`config.mk`:
```
export PLATFORM = sky130hd
export DESIGN_NAME = readout_chip_frame_decoder
export DESIGN_NICKNAME = d
export VERILOG_FILES = /design/src/hdl/rcfd_pkg.sv /design/src/hdl/rcfd_front.sv /design/src/hdl/rcfd_queue.sv /design/src/hdl/rcfd_back.sv /design/src/hdl/readout_chip_frame_decoder.sv
export SDC_FILE = /design/constraint.sdc
export NUM_CORES = 1
export LEC_CHECK = 0
export ABC_CLOCK_PERIOD_IN_PS = 9500
export CAP_MARGIN = 30
export CORE_ASPECT_RATIO = 1.25
export CORE_UTILIZATION = 45
export CTS_CLUSTER_DIAMETER = 100
export DETAILED_ROUTE_END_ITERATION = 8
export DONT_BUFFER_PORTS = 1
export PLACE_DENSITY = 0.72
export SETUP_SLACK_MARGIN = 0.3
export SLEW_MARGIN = 20
export SYNTH_ARGS = -nofsm -noshare
export SYNTH_HDL_FRONTEND = slang
export SYNTH_SLANG_ARGS = --single-unit
```
`constraint.sdc`:
```
create_clock -name clk_i -period 9.5 [get_ports clk_i]
set_input_delay 1.425 -clock clk_i [delete_from_list [all_inputs] [get_ports clk_i]]
set_output_delay 1.425 -clock clk_i [all_outputs]
set_load 0.02 [all_outputs]
```
`src/hdl/rcfd_pkg.sv`:
```
// Shared types, constants and helper functions of the readout frame decoder.
// Depends on nothing; imported by the front, queue, back and top-level modules.
`default_nettype none

package rcfd_pkg;

  localparam int unsigned FRAME_WORDS = 11;
  localparam int unsigned POS_W       = $clog2(FRAME_WORDS + 1);

  localparam logic [POS_W-1:0] POS_HEADER = POS_W'(0);
  localparam logic [POS_W-1:0] POS_STUB   = POS_W'(1);
  localparam logic [POS_W-1:0] POS_STATUS = POS_W'(2);
  localparam logic [POS_W-1:0] POS_LAST   = POS_W'(FRAME_WORDS - 1);
  localparam logic [POS_W-1:0] POS_IDLE   = POS_W'(FRAME_WORDS);

  // header check
  localparam logic [11:0] DATA_SIZE = 12'd10;

  // channel bits inside word 2 and the last word
  localparam logic [31:0] HIT_MASK_STATUS = 32'hF000_0000;
  localparam logic [31:0] HIT_MASK_LAST   = 32'h03FF_FFFF;

  // configuration port
  localparam int unsigned ADDR_W       = 3;
  localparam logic        REG_EXP_BOARD = 1'b0;

  // summary queue between front and back
  localparam int unsigned QUEUE_DEPTH = 4;
  localparam int unsigned QPTR_W      = $clog2(QUEUE_DEPTH);
  localparam int unsigned QCNT_W      = $clog2(QUEUE_DEPTH + 1);

  typedef struct packed {
    logic [7:0]  hits;
    logic [31:0] stub_word;
    logic [31:0] status_word;
    logic [3:0]  hdr_flags;
  } frame_rec_t;

  typedef struct packed {
    logic full;
    logic empty;
  } q_stat_t;

  typedef struct packed {
    logic [7:0] position;
    logic [3:0] bend;
  } stub_t;

  function automatic logic [2:0] pop4(input logic [3:0] v);
    pop4 = 3'(v[0]) + 3'(v[1]) + 3'(v[2]) + 3'(v[3]);
  endfunction

  function automatic logic [5:0] popcnt32(input logic [31:0] v);
    logic [5:0] s;
    s = '0;
    for (int i = 0; i < 8; i++) begin
      s = s + 6'(pop4(v[4*i +: 4]));
    end
    popcnt32 = s;
  endfunction

  function automatic logic [8:0] rev9(input logic [8:0] v);
    logic [8:0] r;
    for (int i = 0; i < 9; i++) begin
      r[i] = v[8-i];
    end
    rev9 = r;
  endfunction

endpackage

`default_nettype wire

```
`src/hdl/rcfd_front.sv`:
```
// Front end: takes frame words, tracks the word position, checks the header
// and accumulates the hit count. Pushes one frame record at the last word. Uses rcfd_pkg.
`default_nettype none

module rcfd_front (
  input  wire logic                clk_i,
  input  wire logic                rst_ni,
  input  wire logic [31:0]         data_word_i,
  input  wire logic                frame_start_i,
  input  wire logic [2:0]          fe_index_i,
  input  wire logic [4:0]          chip_index_i,
  input  wire logic                push_i,
  output logic                     full_o,
  input  wire logic [4:0]          exp_board_i,
  input  wire rcfd_pkg::q_stat_t   q_stat_i,
  output logic                     q_push_o,
  output rcfd_pkg::frame_rec_t     q_rec_o
);
  import rcfd_pkg::*;

  logic [POS_W-1:0] word_pos_q, word_pos_d, pos;
  logic [7:0]       hit_q, hit_d, hit_sum;
  logic [31:0]      stub_q, status_q;
  logic [3:0]       hdr_q, hdr_d;
  logic [31:0]      hit_bits;
  logic             beat, live;

  assign full_o = q_stat_i.full;
  assign beat   = push_i && !q_stat_i.full;
  assign pos    = frame_start_i ? POS_HEADER : word_pos_q;
  assign live   = beat && (pos < POS_IDLE);

  always_comb begin
    case (pos)
      POS_HEADER, POS_STUB: hit_bits = '0;
      POS_STATUS:           hit_bits = data_word_i & HIT_MASK_STATUS;
      POS_LAST:             hit_bits = data_word_i & HIT_MASK_LAST;
      default:              hit_bits = data_word_i;
    endcase
  end

  assign hit_sum = hit_q + 8'(popcnt32(hit_bits));

  always_comb begin
    hdr_d[0] = {1'b0, data_word_i[24:20]} != (6'(exp_board_i) + 6'd1);
    hdr_d[1] = {1'b0, data_word_i[19:17]} != (4'(fe_index_i) + 4'd1);
    hdr_d[2] = {1'b0, data_word_i[16:12]} != (6'(chip_index_i) + 6'd1);
    hdr_d[3] = data_word_i[11:0] != DATA_SIZE;
  end

  always_comb begin
    word_pos_d = word_pos_q;
    hit_d      = hit_q;
    if (live) begin
      word_pos_d = pos + POS_W'(1);
      hit_d      = (pos == POS_HEADER) ? 8'd0 : hit_sum;
    end
  end

  always_ff @(posedge clk_i or negedge rst_ni) begin
    if (!rst_ni) begin
      word_pos_q <= POS_HEADER;
    end else begin
      word_pos_q <= word_pos_d;
    end
  end

  always_ff @(posedge clk_i) begin
    hit_q <= hit_d;
    if (live && pos == POS_HEADER) begin
      hdr_q <= hdr_d;
    end
    if (live && pos == POS_STUB) begin
      stub_q <= data_word_i;
    end
    if (live && pos == POS_STATUS) begin
      status_q <= data_word_i;
    end
  end

  assign q_push_o              = live && (pos == POS_LAST);
  assign q_rec_o.hits          = hit_sum;
  assign q_rec_o.stub_word     = stub_q;
  assign q_rec_o.status_word   = status_q;
  assign q_rec_o.hdr_flags     = hdr_q;

endmodule

`default_nettype wire

```
`src/hdl/rcfd_queue.sv`:
```
// Short queue of frame records between the front and back ends.
// Uses rcfd_pkg for the record type and depth.
`default_nettype none

module rcfd_queue (
  input  wire logic                 clk_i,
  input  wire logic                 rst_ni,
  input  wire logic                 push_i,
  input  wire rcfd_pkg::frame_rec_t rec_i,
  input  wire logic                 pop_i,
  output rcfd_pkg::frame_rec_t      rec_o,
  output rcfd_pkg::q_stat_t         stat_o
);
  import rcfd_pkg::*;

  frame_rec_t        slot_q [QUEUE_DEPTH];
  logic [QPTR_W-1:0] wr_q, rd_q;
  logic [QCNT_W-1:0] cnt_q, cnt_d;
  logic              do_push, do_pop;

  assign stat_o.full  = cnt_q == QCNT_W'(QUEUE_DEPTH);
  assign stat_o.empty = cnt_q == '0;
  assign do_push      = push_i && !stat_o.full;
  assign do_pop       = pop_i && !stat_o.empty;
  assign rec_o        = slot_q[rd_q];

  always_comb begin
    cnt_d = cnt_q;
    if (do_push && !do_pop) begin
      cnt_d = cnt_q + QCNT_W'(1);
    end else if (do_pop && !do_push) begin
      cnt_d = cnt_q - QCNT_W'(1);
    end
  end

  always_ff @(posedge clk_i or negedge rst_ni) begin
    if (!rst_ni) begin
      wr_q  <= '0;
      rd_q  <= '0;
      cnt_q <= '0;
    end else begin
      cnt_q <= cnt_d;
      if (do_push) begin
        wr_q <= wr_q + QPTR_W'(1);
      end
      if (do_pop) begin
        rd_q <= rd_q + QPTR_W'(1);
      end
    end
  end

  always_ff @(posedge clk_i) begin
    if (do_push) begin
      slot_q[wr_q] <= rec_i;
    end
  end

endmodule

`default_nettype wire

```
`src/hdl/rcfd_back.sv`:
```
// Back end: unpacks a frame record into the summary (stub packing, bit
// reversal, flags) and holds it in the output register. Uses rcfd_pkg.
`default_nettype none

module rcfd_back (
  input  wire logic                 clk_i,
  input  wire logic                 rst_ni,
  input  wire rcfd_pkg::q_stat_t    q_stat_i,
  input  wire rcfd_pkg::frame_rec_t q_rec_i,
  output logic                      q_pop_o,
  output logic                      empty_o,
  input  wire logic                 pop_i,
  output logic [7:0]                hit_count_o,
  output logic [1:0]                stub_count_o,
  output rcfd_pkg::stub_t           stub0_o,
  output rcfd_pkg::stub_t           stub1_o,
  output rcfd_pkg::stub_t           stub2_o,
  output logic [1:0]                error_bits_o,
  output logic [8:0]                pipeline_address_o,
  output logic [8:0]                l1a_count_o,
  output logic [4:0]                check_flags_o
);
  import rcfd_pkg::*;

  logic        valid_q;
  stub_t       s0, s1, s2, p0, p1, p2;
  logic [2:0]  v;
  logic [1:0]  cnt;

  assign empty_o = !valid_q;
  assign q_pop_o = !q_stat_i.empty && (!valid_q || pop_i);

  always_comb begin
    s0 = '{position: q_rec_i.stub_word[7:0],   bend: q_rec_i.stub_word[27:24]};
    s1 = '{position: q_rec_i.stub_word[15:8],  bend: q_rec_i.stub_word[31:28]};
    s2 = '{position: q_rec_i.stub_word[23:16], bend: q_rec_i.status_word[3:0]};
    v[0] = (s0.position != '0) && (s0.bend != '0);
    v[1] = (s1.position != '0) && (s1.bend != '0);
    v[2] = (s2.position != '0) && (s2.bend != '0);
    cnt  = 2'(v[0]) + 2'(v[1]) + 2'(v[2]);

    if (v[0])      p0 = s0;
    else if (v[1]) p0 = s1;
    else if (v[2]) p0 = s2;
    else           p0 = '0;

    if (v[0] && v[1])              p1 = s1;
    else if ((v[0] ^ v[1]) && v[2]) p1 = s2;
    else                           p1 = '0;

    p2 = (&v) ? s2 : '0;
  end

  always_ff @(posedge clk_i or negedge rst_ni) begin
    if (!rst_ni) begin
      valid_q <= 1'b0;
    end else if (q_pop_o) begin
      valid_q <= 1'b1;
    end else if (pop_i) begin
      valid_q <= 1'b0;
    end
  end

  always_ff @(posedge clk_i) begin
    if (q_pop_o) begin
      hit_count_o        <= q_rec_i.hits;
      stub_count_o       <= cnt;
      stub0_o            <= p0;
      stub1_o            <= p1;
      stub2_o            <= p2;
      error_bits_o       <= {q_rec_i.status_word[8], q_rec_i.status_word[9]};
      pipeline_address_o <= rev9(q_rec_i.status_word[18:10]);
      l1a_count_o        <= rev9(q_rec_i.status_word[27:19]);
      check_flags_o      <= {~q_rec_i.status_word[7], q_rec_i.hdr_flags};
    end
  end

endmodule

`default_nettype wire

```
`src/hdl/readout_chip_frame_decoder.sv`:
```
// Readout chip frame decoder: takes one 32-bit frame word per clock while full is low,
// and gives one summary per eleven-word frame. The front end processes each word in the
// cycle it is accepted (one 32-bit popcount and 8-bit add is the longest path);
// at the last word it pushes a record into a four-deep queue, and the back end
// turns the oldest record into the result register whenever that register is empty
// or being popped. Words are taken when push is high and full is low; full is raised
// only while four frame records wait behind an unread result.
// A word with frame_start set always starts a new frame; words after the last
// one of a frame and before the next frame_start produce nothing.
// expected_board_id lives at byte address 0 of the APB port.
`default_nettype none

module readout_chip_frame_decoder (
  input  wire logic                        clk_i,
  input  wire logic                        rst_ni,
  input  wire logic                        psel,
  input  wire logic                        penable,
  input  wire logic                        pwrite,
  input  wire logic [rcfd_pkg::ADDR_W-1:0] paddr,
  input  wire logic [31:0]                 pwdata,
  output logic [31:0]                      prdata,
  output logic                             pready,
  input  wire logic [31:0]                 data_word_i,
  input  wire logic                        frame_start_i,
  input  wire logic [2:0]                  fe_index_i,
  input  wire logic [4:0]                  chip_index_i,
  input  wire logic                        push_i,
  output logic                             full_o,
  output logic                             empty_o,
  input  wire logic                        pop_i,
  output logic [7:0]                       hit_count_o,
  output logic [1:0]                       stub_count_o,
  output logic [7:0]                       stub0_position_o,
  output logic [3:0]                       stub0_bend_o,
  output logic [7:0]                       stub1_position_o,
  output logic [3:0]                       stub1_bend_o,
  output logic [7:0]                       stub2_position_o,
  output logic [3:0]                       stub2_bend_o,
  output logic [1:0]                       error_bits_o,
  output logic [8:0]                       pipeline_address_o,
  output logic [8:0]                       l1a_count_o,
  output logic [4:0]                       check_flags_o
);
  import rcfd_pkg::*;

  logic [4:0] exp_board_q;
  logic       q_push, q_pop;
  frame_rec_t q_wr_rec, q_rd_rec;
  q_stat_t    q_stat;
  stub_t      stub0, stub1, stub2;

  assign pready = 1'b1;
  assign prdata = (paddr[2] == REG_EXP_BOARD) ? {27'd0, exp_board_q} : 32'd0;

  always_ff @(posedge clk_i or negedge rst_ni) begin
    if (!rst_ni) begin
      exp_board_q <= '0;
    end else if (psel && penable && pwrite && pready && paddr[2] == REG_EXP_BOARD) begin
      exp_board_q <= pwdata[4:0];
    end
  end

  rcfd_front u_front (
    .clk_i         (clk_i),
    .rst_ni        (rst_ni),
    .data_word_i   (data_word_i),
    .frame_start_i (frame_start_i),
    .fe_index_i    (fe_index_i),
    .chip_index_i  (chip_index_i),
    .push_i        (push_i),
    .full_o        (full_o),
    .exp_board_i   (exp_board_q),
    .q_stat_i      (q_stat),
    .q_push_o      (q_push),
    .q_rec_o       (q_wr_rec)
  );

  rcfd_queue u_queue (
    .clk_i  (clk_i),
    .rst_ni (rst_ni),
    .push_i (q_push),
    .rec_i  (q_wr_rec),
    .pop_i  (q_pop),
    .rec_o  (q_rd_rec),
    .stat_o (q_stat)
  );

  rcfd_back u_back (
    .clk_i              (clk_i),
    .rst_ni             (rst_ni),
    .q_stat_i           (q_stat),
    .q_rec_i            (q_rd_rec),
    .q_pop_o            (q_pop),
    .empty_o            (empty_o),
    .pop_i              (pop_i),
    .hit_count_o        (hit_count_o),
    .stub_count_o       (stub_count_o),
    .stub0_o            (stub0),
    .stub1_o            (stub1),
    .stub2_o            (stub2),
    .error_bits_o       (error_bits_o),
    .pipeline_address_o (pipeline_address_o),
    .l1a_count_o        (l1a_count_o),
    .check_flags_o      (check_flags_o)
  );

  assign stub0_position_o = stub0.position;
  assign stub0_bend_o     = stub0.bend;
  assign stub1_position_o = stub1.position;
  assign stub1_bend_o     = stub1.bend;
  assign stub2_position_o = stub2.position;
  assign stub2_bend_o     = stub2.bend;

endmodule

`default_nettype wire

```
### Word-level counts from Yosys, hierarchy flattened

Memory sizes are Yosys's and may differ from the RTL's.
Cells that the tools add are included.

* $lt $le $gt $ge: 1
* equality and inequality tests: 8
* bitwise logic cells: 3
* $add $sub $neg: 42
* reductions and logical operators: 37
* mux-type cells: 14

Operator list (count)
* case mux 32 bit (3 select lines): 1
* 2-to-1 mux 12 bit: 5
* adder 3 x 1 -> 3 bit: 16
* adder 6 x 3 -> 6 bit: 6
* nonzero test 8 bit: 3
* logical AND 1 bit: 19
* adder 1 x 1 -> 2 bit: 9
* adder 5 x 1 -> 6 bit (second input constant): 2
* != test 12 x 4 -> 1 bit (second input constant): 1
* != test 5 x 6 -> 1 bit: 2
* nonzero test 4 bit: 3
* adder 8 x 6 -> 8 bit: 1
* 2-to-1 mux 3 bit: 2
* zero test 1 bit: 5
* 2-to-1 mux 5 bit: 1
* adder 2 x 1 -> 2 bit (second input constant): 2
* adder 3 x 1 -> 4 bit (second input constant): 1
* adder 3 x 3 -> 4 bit: 1
* adder 4 x 1 -> 4 bit (second input constant): 1
* == test 4 x 1 -> 1 bit (second input constant): 1
* == test 4 x 2 -> 1 bit (second input constant): 1
* == test 4 bit (second input constant): 1
* zero test 4 bit: 1
* less-than comparator 4 bit (second input constant): 1
* other kinds (14): 19

* memories: 1
* RAM bits: 304
* register bits: 164
* input port bits: 83
* output and inout bits: 106

Memory list
* u_queue.slot_q: depth 4, width 76, rd ports 1, clocked after memory_dff 0, wr ports 1, line rcfd_queue.sv:16 `frame_rec_t slot_q [QUEUE_DEPTH];`

### Depth between registers and ports, before layout

* depth in word-level cells: 15
* mapped depth: 32
* depth with buffers taken out: 30

### Cells and area by module

A second synthesis with hierarchy kept.

* cells, all modules: 959
* area total of the unflattened synthesis: 18948.2 um^2

Modules (own cells, without submodules)
* rcfd_queue: cells each 434, instances 1, area an instance 11395.9 um^2
* rcfd_front: cells each 307, instances 1, area an instance 4236.6 um^2
* rcfd_back: cells each 172, instances 1, area an instance 2849.0 um^2
* readout_chip_frame_decoder: cells each 46, instances 1, area an instance 466.7 um^2

### Least setup slack after synthesis

OpenSTA, ideal clock, no wires.

* path kind: input-to-reg
* from: input port frame_start_i
* to: register u_front.hit_q[6], data pin
* slack: 1482 ps
* stages on the path: 28
* arrival time: 7763 ps
* data required time: 9245 ps
* path through: clkbuf_1 > a21oi_1 > clkbuf_1 > and2_1 > ha_1 > inv_1 > fa_1 > inv_1 > ha_1 > inv_1 > fa_1 > xnor2_1 > fa_1 > inv_1 > fa_1 > inv_1 > fa_1 > fa_1 > inv_1 > fa_1 > inv_1 > ha_1 > a21o_1 > a21oi_1 > o21bai_1 > a21oi_1 > xnor2_1 > and2_1

RTL lines
* start: declaration: line readout_chip_frame_decoder.sv:24 `input wire logic frame_start_i,`
* end signal: assignment: line rcfd_front.sv:69 `hit_q <= hit_d;`
* end: declaration: line rcfd_front.sv:22 `logic [7:0] hit_q, hit_d, hit_sum;`

==> impl_results.md <==
- Nets@finish: 1,130
- Top FF cell, synth: edfxtp_1
- DPL Wire Length: 20,660 µm
- Initial antenna violation count: 1
- Most frequent cells in the layout: 416 x edfxtp_1, 58 x inv_1, 50 x mux4_2
- Leak: 6.894 nW
- Syn avg cell area: 18.87 µm²
- Max-capacitance violation count: 0
- Antenna cells: 0
- Clock slew at reported path FFs: 0.06 ns
- Final period util: 0.7954
- Drt pass-1 iters: 5
- Fin. max-slew vios: 0
- Mapped Area: 17,820 µm²
- Unrepaired setup endpoints after global routing: false
- First-pass GRT wire length: 48,700 µm
- Pin slew with the least headroom to its limit: 1.007 ns
- Final antenna-violating net count: 0
- Die width: 180.0 µm
- Worst-path maximum fanout: 13
- Post-CTS setup buffers: 0
- FP Rows: 81
- Crit Path Class: primary input to flip-flop
- Global-route usage over all layers: 0.1622
- # DRC: 0
- Slew margin rel.: 0.3283
- Fillers: 3,099
- Distinct cells, synth: 52
- Total power: 0.007321 W
- Initial Utilization: 0.4554
- Commonest non-fill, non-tap cell in the layout: edfxtp_1
- EDFF count, synth: 416
- Hold Vio Cnt, Final: 0
- Worst skew pair latency: 0.54 ns
- Num Clock Sinks: 433
- Final WL: 32,330 µm
- Final setup fails: 0
- R2R Path Start: u_front.word_pos_q[1]
- Fin Clk Skew: 0.01337 ns
- CTS buffer count: 43
- CP Capture Type: flip-flop
- Yosys reg bits: 433
- Ys async rst share: 0.03926
- Setup TNS: 0 ns
- Die height: 224.5 µm
- CP Launch Point: frame_start_i
- Vias: 8,174
- Worst endpoint required time: 9.79 ns
- Die area: 40,400 µm²
- Largest net degree at the start of global routing: 75
- PostCTS Resize Cnt: 0
- Clock root buffer: clkbuf_16
- Initial DRC Count: 484
- Layout cell share with drive strength beyond 1: 0.1467
- Area Growth Syn to Fin: 10.64%
- Hold-fix buffers, CTS: 0
- Yosys warns: 0
- Port bufs: 0
- CP arrival: 7.85 ns
- Top Ports: 189
- TritonCTS clock tree: yes
- Htree depth: 2
- Min-delay worst type: flip-flop to flip-flop
- Hold Startpoint: u_queue.cnt_q[2]
- Gate Count Post-Synth: 944
- Routability congestion estimate: 0.8940
- Tmin final: 7.557 ns
- Status: completed
- Core footprint: 39,120 µm²
- Pwr Density: 371.4 nW/µm²
- Drt via density: 5.424
- DR WL/cell: 21.45 µm
- CTS max path bufs: 3
- Post-synthesis sequential area ratio: 0.7250
- GRT overflow: 0
- Fmax: 132.3 MHz
- VDD IR-drop max: 0.5433 mV
- Crit start category: primary input
- Number of global-route vias before repair: 8,186
logic make-up (layout without fill, tap and decap cells):
kind of cell,count (synthesis),count (layout),synth area share
adders and majority gates,70,70,0.05969
xor gates and xnor gates,31,31,0.01524
other,2,28,0.0004215
and+or+nand+nor,141,141,0.04136
buffers and inverters,114,153,0.03308
DFF,433,433,0.7250
AOI/OAI and AO/OA,76,76,0.02900
muxes,77,77,0.09621
power breakdown:
part / switching, W / leakage [nW] / internal (W)
Sequential: 0.000351 / 3.99 / 0.00282
Combinational: 0.00151 / 2.26 / 0.00107
Clock: 0.000668 / 0.649 / 0.000905
Total: 0.00252 / 6.89 / 0.00480
registers in the layout (all words and copies together), names as in the netlist, 3 cells and up:
name / flops
u_front.hdr_q: 4
u_back.stub2_o: 12
u_front.word_pos_q: 4
u_back.hit_count_o: 8
u_back.pipeline_address_o: 9
u_queue.cnt_q: 3
u_front.stub_q: 32
u_front.status_q: 25
u_back.l1a_count_o: 9
u_queue.slot_q: 276
exp_board_q: 5
u_front.hit_q: 8
u_back.stub0_o: 12
u_back.check_flags_o: 5
u_back.stub1_o: 12
synthesized netlist by cell type (all sizes together), types with 2 or more instances:
cell	number	area, µm²
edfxtp	416	12490
mux4	69	1625
inv	59	221.5
ha	45	563.0
buf	43	321.6
nand2	38	142.6
and2	32	200.2
a21oi	25	132.6
fa	25	500.5
nor2	22	82.58
xnor2	21	183.9
dfrtp	17	425.4
o21ai	14	70.07
clkbuf	12	46.29
xor2	10	87.58
nor4	9	56.30
a22o	8	70.07
a22oi	8	60.06
and3	8	50.05
mux2	7	78.83
a21o	6	45.04
nand3	6	30.03
nor2b	6	37.54
nor3	5	25.02
a32oi	3	26.28
nand2b	3	18.77
nor3b	3	22.52
a31oi	2	12.51
conb	2	7.510
nand4b	2	17.52
nor4b	2	17.52
o21bai	2	15.01
o311ai	2	17.52
or4	2	15.01
cell type report:
| cell class | count | area [µm²] | area share |
|---|---|---|---|
| flip-flops and latches | 433 | 12920 | 0.6555 |
| well taps | 498 | 623.1 | 0.03161 |
| multi-input cells | 423 | 4444 | 0.2255 |
| inverters | 59 | 221.5 | 0.01123 |
| clock buffers | 61 | 1236 | 0.06271 |
| repair buffers | 17 | 182.7 | 0.009267 |
| clock inverters | 16 | 82.58 | 0.004189 |
stage by stage:
step	utilization	instance area, µm²	cells	setup WS (ns)	hold slack, ns
floorplan	-	17910	970	1.482	0.4560
global placement	0.4678	18300	1425	1.495	0.4655
detailed placement	0.4688	18340	1427	1.410	0.4712
CTS	0.5026	19660	1504	1.944	0.4852
global route	0.5039	19710	1507	1.502	0.5017
finish	0.5039	19710	1507	1.943	0.4876
critical path: stages:
cell,delay (ns)
a21oi_2,0.38
and2_1,0.21
ha_1,0.23
inv_1,0.08
fa_1,0.42
inv_1,0.07
ha_1,0.17
inv_1,0.06
fa_1,0.37
xnor2_1,0.16
fa_1,0.55
inv_1,0.06
fa_1,0.53
inv_1,0.06
fa_1,0.50
fa_1,0.59
inv_1,0.07
fa_1,0.55
inv_1,0.05
ha_1,0.31
a21o_1,0.17
a21oi_1,0.22
o21bai_1,0.11
a21oi_1,0.19
xnor2_1,0.15
and2_1,0.17
metal layers:
metal / vias to the layer above / share of wire / GRT usage / routed length [µm]
met5: - / 0 / 0 / 0
met4: 0 / 0.026 / 0.05701 / 829
met3: 58 / 0.050 / 0.03692 / 1632
met2: 201 / 0.52 / 0.2844 / 16730
met1: 4242 / 0.41 / 0.1972 / 13140
li1: 3673 / - / - / -
path summary, 6_finish.rpt:
kind / to / slack, ns / depth (start not counted)
hold / removal: u_queue.cnt_q[2] / 0.49 / 1
min in group asynchronous: exp_board_q[0] / 0.58 / 0
setup / recovery: u_front.hit_q[6] / 1.94 / 26
setup reg to reg: u_front.hit_q[6] / 2.07 / 27
max in group asynchronous: u_queue.rd_q[1] / 8.84 / 0
hold reg to reg: u_queue.cnt_q[2] / 0.49 / 1
(Power assumes the default switching activity.)
